$ cat src/rtl/dtcp_pkg.sv
// Shared types, constants and the month-length function for the
// date-time command parser. No dependencies.
package dtcp_pkg;

  localparam int CMD_LEN  = 16;
  localparam int POS_W    = 5;
  localparam int POS_MAX  = 31;
  localparam int CHAR_W   = 8;
  localparam int TDATA_W  = 40;

  localparam logic [CHAR_W-1:0] CHAR_T_UP = 8'h54;
  localparam logic [CHAR_W-1:0] CHAR_T_LO = 8'h74;
  localparam logic [CHAR_W-1:0] CHAR_A_UP = 8'h41;
  localparam logic [CHAR_W-1:0] CHAR_A_LO = 8'h61;
  localparam int DIGIT_ZERO = 48;

  localparam int YEAR_MAX   = 9999;
  localparam int MONTH_MAX  = 12;
  localparam int HOUR_MAX   = 23;
  localparam int MINSEC_MAX = 59;

  // floor(y / 25) for y < 2**14 as (y * RECIP25) >> RECIP25_SHIFT
  localparam logic [14:0] RECIP25       = 15'd20972;
  localparam int          RECIP25_SHIFT = 19;

  // Values accumulated so far, as signed sums of (byte - '0') digits.
  typedef struct packed {
    logic signed [19:0] year;
    logic signed [12:0] month;
    logic signed [12:0] day;
    logic signed [12:0] hour;
    logic signed [12:0] minute;
    logic signed [12:0] second;
  } dtcp_fields_t;

  function automatic logic [4:0] month_days(input logic [3:0] m, input logic leap);
    logic [4:0] d;
    unique case (m) inside
      4'd1, 4'd3, 4'd5, 4'd7, 4'd8, 4'd10, 4'd12: d = 5'd31;
      4'd4, 4'd6, 4'd9, 4'd11:                   d = 5'd30;
      4'd2:                                      d = leap ? 5'd29 : 5'd28;
      default:                                   d = 5'd0;
    endcase
    return d;
  endfunction

endpackage

$ cat src/rtl/dtcp_range_check.sv
// Format and range check of a completed date-time command.
// Depends on dtcp_pkg.
module dtcp_range_check import dtcp_pkg::*; (
  input  dtcp_fields_t     fields,
  input  logic [POS_W-1:0] pos_next,
  input  logic             header_ok,
  input  logic             leap,
  output logic             ok
);

  logic [4:0]         max_day;
  logic signed [12:0] max_day_s;

  assign max_day   = month_days(fields.month[3:0], leap);
  assign max_day_s = $signed({8'd0, max_day});

  always_comb begin
    ok = (pos_next == POS_W'(CMD_LEN)) && header_ok
      && (fields.year   >= 20'sd0) && (fields.year   <= 20'(YEAR_MAX))
      && (fields.month  >= 13'sd1) && (fields.month  <= 13'(MONTH_MAX))
      && (fields.day    >= 13'sd1) && (fields.day    <= max_day_s)
      && (fields.hour   >= 13'sd0) && (fields.hour   <= 13'(HOUR_MAX))
      && (fields.minute >= 13'sd0) && (fields.minute <= 13'(MINSEC_MAX))
      && (fields.second >= 13'sd0) && (fields.second <= 13'(MINSEC_MAX));
  end

endmodule

$ cat src/rtl/datetime_command_parser.sv
// Top level of the date-time set command parser: input register, digit
// accumulators, leap-year pipeline and result register.
// Depends on dtcp_pkg and dtcp_range_check.
//
// Usage: a command such as "TA20240229123000" arrives one byte per request
// on the slave stream (s_tdata = character, s_tlast set on the final one).
// Every character lands in an input register and is folded into the
// accumulators when it leaves it; a request with s_tlast set also loads the
// result register, which presents one result on the master stream.
// m_tuser is the valid flag; m_tdata carries year, month, day, hour,
// minute and second, all zero when any length, header or range check fails.
// After the final character all parser state returns to its reset value.
//
// m_tvalid rises when the final character leaves the input register for
// the result register. One character is taken every cycle while s_tready
// is high; the output register lets the next command stream in while a
// result waits. Only a final character has to wait for the result register,
// so a stalled receiver holds back the input only once a second final
// character reaches the input register. The leap-year flag is derived from
// the year over two registered stages, which the ten characters between the
// year and the end of a command cover. Synchronous active-high reset
// empties both registers and clears the accumulators.
module datetime_command_parser import dtcp_pkg::*; (
  input  logic               clk,
  input  logic               rst,
  input  logic               s_tvalid,
  output logic               s_tready,
  input  logic [CHAR_W-1:0]  s_tdata,   // [7:0] char_code
  input  logic               s_tlast,   // last_char
  output logic               m_tvalid,
  input  logic               m_tready,
  output logic [TDATA_W-1:0] m_tdata,   // [13:0] year, [17:14] month, [22:18] day,
                                        // [27:23] hour, [33:28] minute, [39:34] second
  output logic               m_tuser    // valid_res
);

  // Input register.
  logic              a_valid;
  logic [CHAR_W-1:0] a_char;
  logic              a_last;
  logic              a_move;

  // Parser state.
  logic [POS_W-1:0]   pos;
  logic               header_ok;
  logic signed [19:0] year_sum;
  logic signed [12:0] month_sum, day_sum, hour_sum, minute_sum, second_sum;

  logic [POS_W-1:0]   pos_next;
  logic               header_ok_next;
  dtcp_fields_t       fields_next;
  logic signed [8:0]  digit;
  logic signed [19:0] year_acc, month_acc, day_acc, hour_acc, minute_acc, second_acc;

  // Leap-year pipeline.
  logic [28:0] year_prod;
  logic [9:0]  year_quot;
  logic [13:0] year_q25;
  logic        year_leap;
  logic        year_div25;

  logic                 cmd_ok;
  logic [TDATA_W-1:0]   result_data;

  function automatic logic signed [19:0] acc10(input logic signed [19:0] s,
                                               input logic signed [8:0]  d);
    logic signed [23:0] w;
    w = 24'(s) * 24'sd10 + 24'(d);
    return w[19:0];
  endfunction

  // A final character may only leave when the result register is free.
  assign a_move   = a_valid && (!a_last || !m_tvalid || m_tready);
  assign s_tready = !a_valid || a_move;

  always_ff @(posedge clk) begin
    if (rst) begin
      a_valid <= 1'b0;
    end else if (s_tready) begin
      a_valid <= s_tvalid;
    end
    if (s_tready && s_tvalid) begin
      a_char <= s_tdata;
      a_last <= s_tlast;
    end
  end

  // Each character counts as its byte value minus the code of zero.
  assign digit = $signed({1'b0, a_char}) - 9'sd48;

  assign year_acc   = acc10(year_sum, digit);
  assign month_acc  = acc10(20'(month_sum), digit);
  assign day_acc    = acc10(20'(day_sum), digit);
  assign hour_acc   = acc10(20'(hour_sum), digit);
  assign minute_acc = acc10(20'(minute_sum), digit);
  assign second_acc = acc10(20'(second_sum), digit);

  always_comb begin
    pos_next       = (pos < POS_W'(POS_MAX)) ? pos + 1'b1 : pos;
    header_ok_next = header_ok;
    fields_next    = '{year: year_sum, month: month_sum, day: day_sum,
                       hour: hour_sum, minute: minute_sum, second: second_sum};
    unique case (pos) inside
      5'd0:           if (a_char != CHAR_T_UP && a_char != CHAR_T_LO) header_ok_next = 1'b0;
      5'd1:           if (a_char != CHAR_A_UP && a_char != CHAR_A_LO) header_ok_next = 1'b0;
      [5'd2:5'd5]:    fields_next.year   = year_acc;
      [5'd6:5'd7]:    fields_next.month  = month_acc[12:0];
      [5'd8:5'd9]:    fields_next.day    = day_acc[12:0];
      [5'd10:5'd11]:  fields_next.hour   = hour_acc[12:0];
      [5'd12:5'd13]:  fields_next.minute = minute_acc[12:0];
      [5'd14:5'd15]:  fields_next.second = second_acc[12:0];
      default:        ;  // characters past the sixteenth are only counted
    endcase
  end

  always_ff @(posedge clk) begin
    if (rst || (a_move && a_last)) begin
      pos        <= '0;
      header_ok  <= 1'b1;
      year_sum   <= '0;
      month_sum  <= '0;
      day_sum    <= '0;
      hour_sum   <= '0;
      minute_sum <= '0;
      second_sum <= '0;
    end else if (a_move) begin
      pos        <= pos_next;
      header_ok  <= header_ok_next;
      year_sum   <= fields_next.year;
      month_sum  <= fields_next.month;
      day_sum    <= fields_next.day;
      hour_sum   <= fields_next.hour;
      minute_sum <= fields_next.minute;
      second_sum <= fields_next.second;
    end
  end

  // Leap year: divisible by 4 but not 100, or by 400. With d25 meaning
  // divisible by 25, that is (y % 4 == 0 && !d25) || (y % 16 == 0 && d25).
  // Only years 0..9999 matter, so the low 14 bits suffice.
  assign year_prod  = 29'(year_sum[13:0] * RECIP25);
  assign year_q25   = 14'({year_quot, 4'b0}) + 14'({year_quot, 3'b0}) + 14'(year_quot);
  assign year_div25 = (year_q25 == year_sum[13:0]);

  always_ff @(posedge clk) begin
    year_quot <= year_prod[28:RECIP25_SHIFT];
    year_leap <= (year_sum[1:0] == 2'd0 && !year_div25)
              || (year_sum[3:0] == 4'd0 && year_div25);
  end

  dtcp_range_check u_check (
    .fields    (fields_next),
    .pos_next  (pos_next),
    .header_ok (header_ok_next),
    .leap      (year_leap),
    .ok        (cmd_ok)
  );

  assign result_data = cmd_ok ? {fields_next.second[5:0], fields_next.minute[5:0],
                                 fields_next.hour[4:0],   fields_next.day[4:0],
                                 fields_next.month[3:0],  fields_next.year[13:0]}
                              : '0;

  // Result register.
  always_ff @(posedge clk) begin
    if (rst) begin
      m_tvalid <= 1'b0;
    end else if (a_move && a_last) begin
      m_tvalid <= 1'b1;
    end else if (m_tready) begin
      m_tvalid <= 1'b0;
    end
    if (a_move && a_last) begin
      m_tdata <= result_data;
      m_tuser <= cmd_ok;
    end
  end

  // A finished command leaves the parser in its reset state.
  a_clear_after_last: assert property (@(posedge clk) disable iff (rst)
    a_move && a_last |=> pos == '0 && header_ok && year_sum == '0 && second_sum == '0)
    else $error("parser state not cleared after final character");

  // A failed command carries all-zero fields.
  a_fail_zero: assert property (@(posedge clk) disable iff (rst)
    m_tvalid && !m_tuser |-> m_tdata == '0)
    else $error("failed command with nonzero fields");

  // A passing command has a month in range and a nonzero day.
  a_ok_ranges: assert property (@(posedge clk) disable iff (rst)
    m_tvalid && m_tuser |-> m_tdata[17:14] >= 4'd1 && m_tdata[17:14] <= 4'd12
                            && m_tdata[22:18] != 5'd0)
    else $error("passing command with month or day out of range");

  // A result only appears after a final character left the input register.
  a_result_origin: assert property (@(posedge clk) disable iff (rst)
    $rose(m_tvalid) |-> $past(a_move && a_last))
    else $error("result without a final character");

endmodule

$ cat config.mk
export PLATFORM = sky130hd
export DESIGN_NAME = datetime_command_parser
export DESIGN_NICKNAME = d
export VERILOG_FILES = /design/src/rtl/dtcp_pkg.sv /design/src/rtl/dtcp_range_check.sv /design/src/rtl/datetime_command_parser.sv
export SDC_FILE = /design/constraint.sdc
export NUM_CORES = 1
export LEC_CHECK = 0
export ABC_CLOCK_PERIOD_IN_PS = 5500
export BUFFER_PORTS_ARGS = -buffer_cell sky130_fd_sc_hd__buf_2
export CAP_MARGIN = 20
export CORE_ASPECT_RATIO = 2
export CORE_MARGIN = 3
export CORE_UTILIZATION = 45
export DETAILED_ROUTE_END_ITERATION = 7
export GPL_TIMING_DRIVEN = 0
export SKIP_CTS_REPAIR_TIMING = 1
export SLEW_MARGIN = 20
export SYNTH_ARGS = -nofsm -noshare
export SYNTH_HDL_FRONTEND = slang
export SYNTH_HIERARCHICAL = 1
export SYNTH_SLANG_ARGS = --single-unit
$ cat constraint.sdc
create_clock -name clk -period 5.5 [get_ports clk]
set_input_delay 1.1 -clock clk [delete_from_list [all_inputs] [get_ports clk]]
set_output_delay 1.1 -clock clk [all_outputs]
set_load 0.01 [all_outputs]
==> results.py <==
metrics = {
    "status": {
        "status": "finished with violations",
        "violations": "setup timing",
    },
    "timing": {
        "finalSetupViolCount": 40,
        "maxSlewViolCount": 0,
        "max-slew-margin-rel_pct": 32.0,
        "clock_skew_ns": 0.0119,
        "rsz0062_at_grt": "true",
        "hold_viol_final": 0,
        "fin_crit_sh_pct": 103,
        "fin_crit_ns": 5.66,
        "fmax_mhz": 177,
        "timing.hold.ws_ns": 0.474,
        "tightest_slew_ns": 1.02,
        "setup_ws_ns": -0.163,
    },
    "clocking": {
        "ctsLongestPathBuffers": 2,
        "clock-sinks": 154,
        "root_buffer": "clkbuf_16",
        "clk-insertion-delay-late_ns": 0.47,
        "h-tree-depth": 4,
        "cts_inserted_buffers": 17,
        "cts_tree": "done",
        "cts.clk_slew.worst_paths_ns": 0.07,
    },
    "finish": {
        "fill_cells": 3369,
        "drive_gt1_share_pct": 13.6,
        "final_cell_mix": "ha_1 (274), inv_1 (208), nand2_1 (162), nor2_1 (122), a21oi_1 (117)",
        "layout_commonest_cell": "ha_1",
        "synthToLayoutAreaGrowth_pct": 15.6,
        "num_antenna_cells": 0,
        "final_cells": 2510,
        "fin_nets": 2438,
        "stdcell_area_sq_mm": 0.0195,
    },
    "pwr": {
        "p_int_w": 0.00234,
        "switching_power_w": 0.00121,
        "clockPowerShare_pct": 34.9,
        "share_seq_of_total_power_pct": 35.5,
        "vdd_drop_max_uv": 201,
        "p_leak_nw": 9.29,
        "p_sw_share_pct": 34.1,
        "powerDensity_mw_per_mm2": 183,
        "comb_power_share_pct": 29.6,
    },
    "critical_path": {
        "cp-start-kind": "flop",
        "critical_path_class": "reg -> reg",
        "crit_family": "compound AO/OA/AOI/OAI gates",
        "crit_path_end_kind": "flop",
        "required_ns": 5.81,
        "slowest_stage": "dfxtp_4",
        "path_buf_inv": 3,
        "critPathMaxStageDelay_ns": 0.39,
        "arrival_ns": 5.97,
        "crit_fanout": 7,
    },
    "routing": {
        "num_vias": 14396,
        "post-route-drc-count": 0,
        "avgRoutedWirePerCell_um": 20.8,
        "antenna_left": 0,
        "dr.first_iter.drc_count": 554,
        "drt-total-wl_um": 52200,
        "vias_per_cell": 5.74,
        "drtPass1Iterations": 5,
    },
    "die": {
        "std_cell_rows": 99,
        "die_h_um": 280,
        "core_area_sq_mm": 0.0367,
        "initial_core_util_pct": 45.9,
        "io_pins": 56,
        "die_x_um": 143,
        "fp.dieArea_sq_mm": 0.0399,
    },
    "synth": {
        "synth_warnings": 6,
        "syn_inst": 1913,
        "syn_nets": 2308,
        "syn_area_per_cell_sq_um": 8.80,
        "synthesis.area_sq_mm": 0.0168,
    },
    "placement": {
        "dp_cells": 2426,
        "gp_congestion": 0.931,
        "place_area_sq_mm": 0.0178,
        "dp_hpwl_um": 41700,
        "io_buffer_count": 55,
        "dp_slack_ns": -2.23,
    },
    "global_routing": {
        "grt.total_usage_pct": 26.1,
        "grt_pass1_wl_um": 79800,
        "grt_pass1_vias": 15043,
        "antenna_found_initial": 1,
        "grt-ovfl-total": 0,
        "grt_max_degree": 45,
    },
    "flow_run": {
        "maxCapViolations": 0,
    },
    "min_path": {
        "hold_path_class": "reg -> reg",
    },
}
## worst register-to-register path, delay by kind of cell, from the launching register on
kind,cells,cell delay [ns]
AO/OA/AOI/OAI,12,2.11
AND/OR/NAND/NOR,6,1.41
adder cells (fa/ha/maj),4,1.03
flip-flops,1,0.39
buffers and inverters,3,0.36
XOR/XNOR,1,0.24
## state kept, by name (all words and copies together) (netlist names)
register,cells
year_quot,10
minute_sum,13
m_tdata,40
header_ok,1
a_valid,1
day_sum,13
pos,5
second_sum,13
m_tvalid,1
a_last,1
a_char,8
year_sum,20
month_sum,13
hour_sum,13
m_tuser,1
year_leap,1
## power by group through the flow
stage / clock (W) / combinational [W] / sequential [W]
6_report: 0.00124 / 0.00105 / 0.00126
5_1_grt: 0.00129 / 0.00118 / 0.00126
4_1_cts: 0.00125 / 0.000988 / 0.00127
3_5_place_dp: 0 / 0.000976 / 0.00129
3_3_place_gp: 0 / 0.000953 / 0.00129
2_1_floorplan: 0 / 0.000711 / 0.00127
## through the flow
| step | TNS [ns] | utilization, % | power (W) |
|---|---|---|---|
| after floorplan | 0 | - | 0.00198 |
| after global placement | -100.26 | 48.3 | 0.00225 |
| after detailed placement | -85.79 | 48.5 | 0.00227 |
| after CTS | -89.10 | 50.1 | 0.00351 |
| after global routing | -11.14 | 53.1 | 0.00373 |
| final | -4.50 | 53.1 | 0.00356 |
## area by class of cell
| type | count | area [sq um] | area share (%) |
|---|---|---|---|
| Multi-Input combinational cell | 1499 | 12900 | 66.1 |
| Sequential cell | 154 | 3630 | 18.7 |
| Inverter | 211 | 798 | 4.10 |
| Timing Repair Buffer | 112 | 785 | 4.03 |
| Tap cell | 454 | 568 | 2.92 |
| Clock buffer | 19 | 433 | 2.22 |
| Buffer | 48 | 239 | 1.23 |
| Clock inverter | 13 | 153 | 0.784 |
## final timing paths
path,startpoint,end,slack [ns],cells past startpoint
max,year_sum[6],m_tdata[34],-0.16,26
min,header_ok,header_ok,0.47,1
max reg2reg,year_sum[6],m_tdata[34],-0.16,26
min reg2reg,header_ok,header_ok,0.47,1
## layer usage
layer | global-route usage (%) | wire length [um] | up-vias
met3 | 3.28 | 1670 | 168
met4 | 18.2 | 4530 | 2
met5 | 0 | 18 | -
li1 | - | - | 6931
met2 | 50.3 | 28400 | 370
met1 | 24.7 | 17500 | 6925
(Power assumes the default switching activity.)
